### src/design/spq_pkg.sv
// ----------------------------------------------------------------------------
// spq_pkg: shared types and codes for the sorted priority queue
// Operation and status codes, controller states and the command/status
// bundles between controller and datapath.
// ----------------------------------------------------------------------------
package spq_pkg;

  localparam int unsigned OP_W     = 2;
  localparam int unsigned PORT_W   = 32;
  localparam int unsigned STATUS_W = 2;
  localparam int unsigned FOUND_W  = 3;
  localparam int unsigned COUNT_W  = 4;

  typedef enum logic [OP_W-1:0] {
    OP_INSERT = 2'd0,
    OP_DELETE = 2'd1,
    OP_SEARCH = 2'd2
  } op_t;

  typedef enum logic [STATUS_W-1:0] {
    ST_OK       = 2'd0,
    ST_FULL     = 2'd1,
    ST_EMPTY    = 2'd2,
    ST_NOTFOUND = 2'd3
  } status_t;

  typedef enum logic {
    S_IDLE = 1'b0,
    S_EXEC = 1'b1
  } ctrl_state_t;

  // controller -> datapath
  typedef struct packed {
    logic accept;   // capture the incoming request
    logic execute;  // apply the held request and load the result register
  } spq_cmd_t;

  // datapath -> controller
  typedef struct packed {
    logic out_free; // result register can take a new result this cycle
  } spq_stat_t;

endpackage

### src/design/spq_ctrl.sv
// ----------------------------------------------------------------------------
// spq_ctrl: request sequencer
// Takes one request, holds off the input until the datapath has applied it
// and written its result.
// ----------------------------------------------------------------------------
module spq_ctrl (
  input  logic              clk,
  input  logic              rst_n,
  input  logic              in_valid,
  output logic              in_stall,
  input  spq_pkg::spq_stat_t stat,
  output spq_pkg::spq_cmd_t  cmd
);
  import spq_pkg::*;

  ctrl_state_t state_r;
  ctrl_state_t state_nxt;

  always_ff @(posedge clk) begin
    if (!rst_n) begin
      state_r <= S_IDLE;
    end else begin
      state_r <= state_nxt;
    end
  end

  always_comb begin
    state_nxt   = state_r;
    in_stall    = 1'b1;
    cmd.accept  = 1'b0;
    cmd.execute = 1'b0;
    unique case (state_r)
      S_IDLE: begin
        in_stall = 1'b0;
        if (in_valid) begin
          cmd.accept = 1'b1;
          state_nxt  = S_EXEC;
        end
      end
      S_EXEC: begin
        // wait until the result register is free
        if (stat.out_free) begin
          cmd.execute = 1'b1;
          state_nxt   = S_IDLE;
        end
      end
      default: state_nxt = S_IDLE;
    endcase
  end

`ifndef SYNTHESIS
  a_exec_only_when_free: assert property (@(posedge clk) disable iff (!rst_n)
    cmd.execute |-> stat.out_free)
    else $error("execute issued while result register busy");
  a_accept_then_exec: assert property (@(posedge clk) disable iff (!rst_n)
    cmd.accept |=> (state_r == S_EXEC) && in_stall)
    else $error("accepted request not held for execution");
  a_no_accept_in_exec: assert property (@(posedge clk) disable iff (!rst_n)
    (state_r == S_EXEC) |-> !cmd.accept)
    else $error("second request accepted before first executed");
`endif

endmodule

### src/design/spq_datapath.sv
// ----------------------------------------------------------------------------
// spq_datapath: sorted entry row, count and result register
// All entries are compared with the request value in parallel; insert and
// delete shift the row by one place around the match point.
// ----------------------------------------------------------------------------
module spq_datapath #(
  parameter int unsigned DEPTH      = 8,
  parameter int unsigned VALUE_BITS = 32
) (
  input  logic                                  clk,
  input  logic                                  rst_n,
  input  spq_pkg::spq_cmd_t                     cmd,
  output spq_pkg::spq_stat_t                    stat,
  input  logic [spq_pkg::OP_W-1:0]              in_op,
  input  logic signed [spq_pkg::PORT_W-1:0]     in_item_value,
  output logic                                  out_valid,
  input  logic                                  out_stall,
  output logic [spq_pkg::STATUS_W-1:0]          out_status,
  output logic [spq_pkg::FOUND_W-1:0]           out_found_index,
  output logic [spq_pkg::COUNT_W-1:0]           out_entry_count,
  output logic signed [spq_pkg::PORT_W-1:0]     out_top_value,
  output logic                                  out_top_valid
);
  import spq_pkg::*;

  localparam int unsigned IDX_W = (DEPTH > 1) ? $clog2(DEPTH) : 1;
  localparam int unsigned CNT_W = $clog2(DEPTH + 1);

  typedef logic signed [VALUE_BITS-1:0] value_t;

  // held request
  logic [OP_W-1:0]  op_r;
  value_t           value_r;

  value_t           entry_r   [DEPTH];
  value_t           entry_nxt [DEPTH];
  logic [CNT_W-1:0] count_r;
  logic [CNT_W-1:0] count_nxt;

  logic                 out_valid_r;
  logic [STATUS_W-1:0]  out_status_r;
  logic [FOUND_W-1:0]   out_found_r;
  logic [COUNT_W-1:0]   out_count_r;
  logic [PORT_W-1:0]    out_top_r;
  logic                 out_top_valid_r;

  logic [DEPTH-1:0] live;     // position holds a stored entry
  logic [DEPTH-1:0] ge;       // request >= entry
  logic [DEPTH-1:0] le;       // entry <= request
  logic [DEPTH-1:0] eq;
  logic [DEPTH-1:0] after;    // position at or past the insert point
  logic [DEPTH-1:0] last_eq;  // last of the run of equal entries
  value_t           ins_val [DEPTH];
  value_t           del_val [DEPTH];
  logic             hit;
  logic [IDX_W-1:0] hit_idx;
  logic             full;

  status_t          status_nxt;
  logic [IDX_W-1:0] found_nxt;

  for (genvar i = 0; i < DEPTH; i++) begin : g_cmp
    assign live[i]  = CNT_W'(i) < count_r;
    assign ge[i]    = value_r >= entry_r[i];
    assign le[i]    = entry_r[i] <= value_r;
    assign eq[i]    = live[i] && (entry_r[i] == value_r);
    assign after[i] = ge[i] || !live[i];
    if (i == 0) begin : g_first
      assign ins_val[i] = after[i] ? value_r : entry_r[i];
    end else begin : g_rest
      assign ins_val[i] = !after[i]    ? entry_r[i] :
                          after[i-1]   ? entry_r[i-1] : value_r;
    end
    if (i == DEPTH - 1) begin : g_tail
      assign del_val[i] = entry_r[i];
      assign last_eq[i] = eq[i];
    end else begin : g_body
      // sorted row: from the first equal entry on, every entry is <= request
      assign del_val[i] = le[i] ? entry_r[i+1] : entry_r[i];
      assign last_eq[i] = eq[i] && !eq[i+1];
    end
  end

  assign hit  = |eq;
  assign full = (count_r == CNT_W'(DEPTH));

  // equal entries are contiguous, so last_eq is one-hot or zero
  always_comb begin
    hit_idx = '0;
    for (int i = 0; i < DEPTH; i++) begin
      if (last_eq[i]) begin
        hit_idx = hit_idx | IDX_W'(i);
      end
    end
  end

  always_comb begin
    entry_nxt  = entry_r;
    count_nxt  = count_r;
    status_nxt = ST_OK;
    found_nxt  = '0;
    unique case (op_t'(op_r))
      OP_INSERT: begin
        if (full) begin
          status_nxt = ST_FULL;
        end else begin
          entry_nxt = ins_val;
          count_nxt = count_r + 1'b1;
        end
      end
      OP_DELETE: begin
        if (count_r == '0) begin
          status_nxt = ST_EMPTY;
        end else if (!hit) begin
          status_nxt = ST_NOTFOUND;
        end else begin
          entry_nxt = del_val;
          count_nxt = count_r - 1'b1;
        end
      end
      OP_SEARCH: begin
        if (hit) begin
          found_nxt = hit_idx;
        end else begin
          status_nxt = ST_NOTFOUND;
        end
      end
      default: ;  // unused code: report state only
    endcase
  end

  always_ff @(posedge clk) begin
    if (cmd.accept) begin
      op_r    <= in_op;
      value_r <= VALUE_BITS'(in_item_value);
    end
    if (cmd.execute) begin
      entry_r         <= entry_nxt;
      out_status_r    <= status_nxt;
      out_found_r     <= FOUND_W'(found_nxt);
      out_count_r     <= COUNT_W'(count_nxt);
      out_top_r       <= (count_nxt != '0) ? PORT_W'(entry_nxt[0]) : '0;
      out_top_valid_r <= (count_nxt != '0);
    end
  end

  always_ff @(posedge clk) begin
    if (!rst_n) begin
      count_r     <= '0;
      out_valid_r <= 1'b0;
    end else begin
      if (cmd.execute) begin
        count_r     <= count_nxt;
        out_valid_r <= 1'b1;
      end else if (!out_stall) begin
        out_valid_r <= 1'b0;
      end
    end
  end

  assign stat.out_free   = !out_valid_r || !out_stall;
  assign out_valid       = out_valid_r;
  assign out_status      = out_status_r;
  assign out_found_index = out_found_r;
  assign out_entry_count = out_count_r;
  assign out_top_value   = out_top_r;
  assign out_top_valid   = out_top_valid_r;

`ifndef SYNTHESIS
  a_count_range: assert property (@(posedge clk) disable iff (!rst_n)
    count_r <= CNT_W'(DEPTH))
    else $error("entry count beyond depth");
  a_exec_sets_valid: assert property (@(posedge clk) disable iff (!rst_n)
    cmd.execute |=> out_valid_r)
    else $error("result not presented after execute");
  a_full_status: assert property (@(posedge clk) disable iff (!rst_n)
    out_valid_r && (out_status_r == ST_FULL) |-> full)
    else $error("full status with free space");
  a_top_valid: assert property (@(posedge clk) disable iff (!rst_n)
    out_valid_r |-> (out_top_valid_r == (count_r != '0)))
    else $error("top valid disagrees with count");
`endif

endmodule

### src/design/sorted_priority_queue_core.sv
// ----------------------------------------------------------------------------
// sorted_priority_queue_core: sorted-array priority queue
// Holds up to DEPTH signed values in descending order with insert, delete by
// value and search; every request returns status, count and top value.
// ----------------------------------------------------------------------------
// A request is first captured; then the whole entry row is compared against
// the value and shifted in parallel and the result register is loaded; the
// controller takes the next request in the cycle after that. A pending result
// in the output register does not block capture, but execution waits until
// that register is free. No clearing pass is needed after reset.
module sorted_priority_queue_core #(
  parameter int unsigned DEPTH      = 8,
  parameter int unsigned VALUE_BITS = 32
) (
  input  logic                              clk,
  input  logic                              rst_n,
  input  logic                              in_valid,
  output logic                              in_stall,
  input  logic [spq_pkg::OP_W-1:0]          in_op,
  input  logic signed [spq_pkg::PORT_W-1:0] in_item_value,
  output logic                              out_valid,
  input  logic                              out_stall,
  output logic [spq_pkg::STATUS_W-1:0]      out_status,
  output logic [spq_pkg::FOUND_W-1:0]       out_found_index,
  output logic [spq_pkg::COUNT_W-1:0]       out_entry_count,
  output logic signed [spq_pkg::PORT_W-1:0] out_top_value,
  output logic                              out_top_valid
);
  import spq_pkg::*;

  spq_cmd_t  cmd;
  spq_stat_t stat;

  spq_ctrl u_ctrl (
    .clk      (clk),
    .rst_n    (rst_n),
    .in_valid (in_valid),
    .in_stall (in_stall),
    .stat     (stat),
    .cmd      (cmd)
  );

  spq_datapath #(
    .DEPTH      (DEPTH),
    .VALUE_BITS (VALUE_BITS)
  ) u_datapath (
    .clk             (clk),
    .rst_n           (rst_n),
    .cmd             (cmd),
    .stat            (stat),
    .in_op           (in_op),
    .in_item_value   (in_item_value),
    .out_valid       (out_valid),
    .out_stall       (out_stall),
    .out_status      (out_status),
    .out_found_index (out_found_index),
    .out_entry_count (out_entry_count),
    .out_top_value   (out_top_value),
    .out_top_valid   (out_top_valid)
  );

endmodule
### config.mk
export PLATFORM = sky130hd
export DESIGN_NAME = sorted_priority_queue_core
export DESIGN_NICKNAME = d
export VERILOG_FILES = /design/src/design/spq_pkg.sv /design/src/design/spq_ctrl.sv /design/src/design/spq_datapath.sv /design/src/design/sorted_priority_queue_core.sv
export SDC_FILE = /design/constraint.sdc
export NUM_CORES = 1
export LEC_CHECK = 0
export CAP_MARGIN = 20
export CORE_MARGIN = 2
export CORE_UTILIZATION = 55
export DETAILED_ROUTE_END_ITERATION = 12
export DONT_BUFFER_PORTS = 1
export HOLD_SLACK_MARGIN = 0.05
export PLACE_DENSITY_LB_ADDON = 0.25
export SLEW_MARGIN = 5
export SYNTH_ARGS = -nofsm -noshare
export SYNTH_HDL_FRONTEND = slang
export SYNTH_SLANG_ARGS = --single-unit
### constraint.sdc
create_clock -name clk -period 11.9 [get_ports clk]
set_input_delay 2.38 -clock clk [delete_from_list [all_inputs] [get_ports clk]]
set_output_delay 2.38 -clock clk [all_outputs]
set_load 0.02 [all_outputs]
* Word-level counts from Yosys, hierarchy flattened *
Index checks and enable logic that the tools add are counted.
Widths: inputs -> output; s select.

cells by class
  muxes and demuxes = 50
  equality and inequality tests = 27
  bitwise logic cells = 3
  order comparisons = 23
  reductions and logical operators = 52
  $add $sub $neg = 2

operator list
  operator             count
  $mux 256             3
  $mux 32              22
  $pmux 256 s2         1
  $eq 32x32->1         8
  $ge 32x32->1         8
  $le 32x32->1         7
  $reduce_and 7->1     6
  $ne 2x1->1 const B   14
  $logic_not 1->1      16
  $lt 3x4->1 const A   4
  $logic_and 1x1->1    14
  $mux 3               4
  $mux 4               3
  $mux 1               10
  $logic_or 1x1->1     9
  $lt 1x4->1 const A   2
  $lt 2x4->1 const A   2
  $mux 2               4
  $pmux 4 s2           1
  $reduce_or 8->1      1
  $pmux 2 s3           1
  $reduce_and 5->1     1
  $add 4x1->4 const B  1
  $eq 4x4->1 const B   1
  other kinds (11)     14

word-level totals
  input bits = 38
  output and inout port bits = 44
  register bits after elaboration = 338

* Logic depth before layout (Yosys ltp) *
  word-level depth = 11
  depth in mapped cells = 13
  mapped depth without buffers = 11

* Modules after synthesis *
From an unflattened synthesis, not the netlist that was laid out.

unflattened totals
  cells, all modules = 2168
  area, all modules = 22241.3 um2

by module, submodules not included
  module        area an instance (um2)  cells each  instances  sequential area each (um2)
  spq_datapath  22195.0                 2163        1          10069.7
  spq_ctrl      46.3                    5           1          20.0

* Worst setup path after synthesis *
Ideal clock, no wire load.

  path type = input-to-reg
  from = input port out_stall
  to = register u_datapath.entry_r[128] (netlist name) (enable)
  path slack = 2.930 ns
  cell stages on the path = 4
  path buffers = 0
  setup time = 0.440 ns
  data arrival time = 8.530 ns
  cells stage by stage = a21boi_1 > nor2b_1 > o211ai_1 > a41oi_1

on the way
  word-level cells in the longest chain between the ends = 5

ends and longest elaborated chain
  what                        RTL line                          RTL
  start: declaration          sorted_priority_queue_core.sv:22  input logic out_stall,
  $logic_not 1->1             -
  $logic_or 1x1->1            spq_datapath.sv:161               assign stat.out_free = !out_valid_r || !out_stall;
  $mux 1                      spq_ctrl.sv:42                    if (stat.out_free) begin
  $mux 1                      spq_ctrl.sv:32                    unique case (state_r)
  $reduce_and 7->1 (no line)  -
  end signal: assignment      spq_datapath.sv:138               entry_r <= entry_nxt;
  end: declaration            spq_datapath.sv:35                value_t entry_r [DEPTH];

No other way between the ends.
A chain may end at the register's enable or synchronous reset.

==> flow_summary.ini <==
[placement]
hpwl_um = 49480
place_inst = 2755
place_ws_ns = 6.817
place.port_buffers = 0
placedInstanceArea_um2 = 23900
place.gp.congestion = 0.9571

[layout]
final_cell_mix = edfxtp_1, inv_1, ha_1, nand2_1, mux2i_1
n_fill_cell = 3425
final_cells = 2829
nets = 2555
final_common_cell = edfxtp_1
multi_input_area_um2 = 11900
final_cell_area_um2 = 25200
syn_to_final_growth_pct = 7.844
drive_gt1_frac = 0.06163
final_util = 0.6008
final-seq-area_um2 = 10090

[timing]
slew_headroom = 0.2529
worst_slew_pin_slew_ns = 1.116
hold_viol_final = 0
setup_slack_ns = 6.617
whs_ns = 0.5620
fmax_mhz = 189.3
fin_worst_skew_ns = 0.01796
setup_viol = 0
grt_setup_unrepaired = false
tns_ns = 0
fin_crit_sh = 0.4440
slew_viol_final = 0
min_period_ns = 5.283

[synthesis]
netlist_area_um2 = 23370
synth_ff_type = edfxtp_1
synth-seq-cells = 338
synth-edff-count = 332
synth_async_sr_flop_share = 0
synth_nets = 2617
netlist_instances = 2320
synth.distinct_cells = 72
ys_warn_count = 0
avgSynthCellArea_um2 = 10.07
ys_seq_area_frac = 0.4318

[pwr]
switching_share = 0.2841
p_seq_frac = 0.461
p_total_mw = 3.176
combPwrFrac = 0.152
internal_power_mw = 2.274
switchingPower_mw = 0.9023
ir_drop_v = 0.0001295
p_per_area_nw_per_um2 = 126.0
p_clk_frac = 0.387
p_leak_nw = 11.19

[outcome]
status = complete, no violations

[routing]
ant_nets = 0
dr.pass1.iters = 5
finalWirelength_um = 70210
drtIter0Drc = 2041
drc_errors = 0
via_count = 18250
viasPerCell = 6.449
wire_per_inst_um = 24.82

[setup_path]
cp_max_fo = 16
crit_path_start_kind = flop
arrival_ns = 5.71
required_ns = 12.33
cp-end-kind = flop
path_class = reg2reg

[clock_tree]
tritoncts = yes
clkTransAtPathRegs_ns = 0.06
cts_max_level = 2
cts_setup_buffers = 0
clk_latency_ns = 0.57
clockBufferDepth = 3
clockRootBuffer = clkbuf_16
cts_made_buffers = 39
ctsHoldBuffers = 0
cts_resized = 0
clkSinkCount = 338

[worst_hold_path]
hp-class = reg2reg

[die]
fp.dieW_um = 210.1
row_count = 75
die_h_um = 210.1
dieArea_um2 = 44150
num_io_pins = 82
initial_core_util = 0.5571
core_area_um2 = 41950

[global_routing]
grt_first_pass_wirelength_um = 107200
grt_overflow = 0
grt_pass1_vias = 17710
grt.total_usage = 0.3181
grt_max_degree = 193
antenna_found_initial = 4

[job]
drv_cap = 0
final cells by class:
class	count	area share
Clock inverter	29	0.01033
Sequential cell	338	0.4004
Multi-Input combinational cell	1583	0.4722
Inverter	269	0.04007
Clock buffer	42	0.04086
Tap cell	539	0.02676
Antenna cell	2	0.0001986
Timing Repair Buffer	27	0.009234
per-layer routing:
layer / global-route usage / wire (um) / up-vias
met5: 0 / 0 / -
met3: 0.05021 / 5897 / 156
met1: 0.4323 / 28940 / 8871
met2: 0.5011 / 32080 / 864
li1: - / - / 8354
met4: 0.1502 / 3294 / 0
kinds of logic (layout without fill, tap and decap cells):
family,Yosys count,in the layout,share of synthesized area
adder cells (fa/ha/maj),259,259,0.1387
flip-flops,338,338,0.4318
AND/OR/NAND/NOR,564,564,0.1189
XOR/XNOR,2,2,0.0007497
other,0,2,0
buffers and inverters,399,367,0.06623
AO/OA/AOI/OAI,524,524,0.1433
multiplexers,234,234,0.1004
worst max-delay path, stage by stage, from the launching register on:
cell and delay, ns:
edfxtp_1 0.75, inv_1 0.19, ha_1 0.43, nand4_1 0.11, nor4_1 0.86, nand3b_1 0.48, a31oi_1 0.29, a211oi_1 0.12
a21oi_4 0.23, nor2b_2 0.92, buf_4 0.40, a221o_1 0.21, and2_4 0.14
path summary, 6_finish.rpt:
path	depth (start not counted)	slack (ns)	from	to
max reg2reg	12	6.62	u_datapath.value_r[24]	u_datapath.out_top_value[23]
max	12	6.62	u_datapath.value_r[24]	u_datapath.out_top_value[23]
min	2	0.56	u_datapath.del_val[4]	u_datapath.entry_r[36]
min reg2reg	2	0.56	u_datapath.del_val[4]	u_datapath.entry_r[36]
power by group through the flow:
| stage | clock network [mW] | logic (mW) | registers (mW) |
|---|---|---|---|
| floorplan | 0 | 0.352 | 1.45 |
| finish | 1.23 | 0.482 | 1.46 |
| CTS | 1.25 | 0.472 | 1.46 |
| global placement | 0 | 0.453 | 1.49 |
| detailed placement | 0 | 0.469 | 1.49 |
| global route | 1.29 | 0.526 | 1.47 |
flip-flops by register name (all words and copies together) (netlist names):
name / flops
u_datapath.count_r: 4
u_ctrl.state_r: 1
u_datapath.out_valid: 1
u_datapath.out_top_valid: 1
u_datapath.out_status: 2
u_datapath.op_r: 2
u_datapath.entry_r: 224
u_datapath.del_val: 32
u_datapath.out_found_index: 3
u_datapath.out_entry_count: 4
u_datapath.out_top_value: 32
u_datapath.value_r: 32
synth_stat cells (6+ instances only):
cell type | instances | area share
a2111oi_0 | 6 | 0.0022
a21o_1 | 79 | 0.025
a21oi_1 | 74 | 0.016
a221o_1 | 33 | 0.014
a31oi_1 | 10 | 0.0027
and2_1 | 28 | 0.0075
and2_4 | 9 | 0.0034
buf_1 | 11 | 0.0018
buf_2 | 10 | 0.0021
clkbuf_1 | 104 | 0.017
dfxtp_1 | 6 | 0.0051
edfxtp_1 | 332 | 0.43
ha_1 | 259 | 0.14
inv_1 | 269 | 0.043
mux2i_1 | 231 | 0.099
nand2_1 | 236 | 0.038
nand2b_1 | 11 | 0.0029
nand3_1 | 57 | 0.012
nand4_1 | 66 | 0.018
nor2_1 | 74 | 0.012
nor2b_1 | 21 | 0.0056
nor3_1 | 11 | 0.0024
nor4_1 | 14 | 0.0037
o211ai_1 | 10 | 0.0032
o21a_1 | 14 | 0.0045
o21ai_0 | 220 | 0.047
o31ai_1 | 35 | 0.011
or2_2 | 7 | 0.0019
Power figures use the tool's default switching activity.
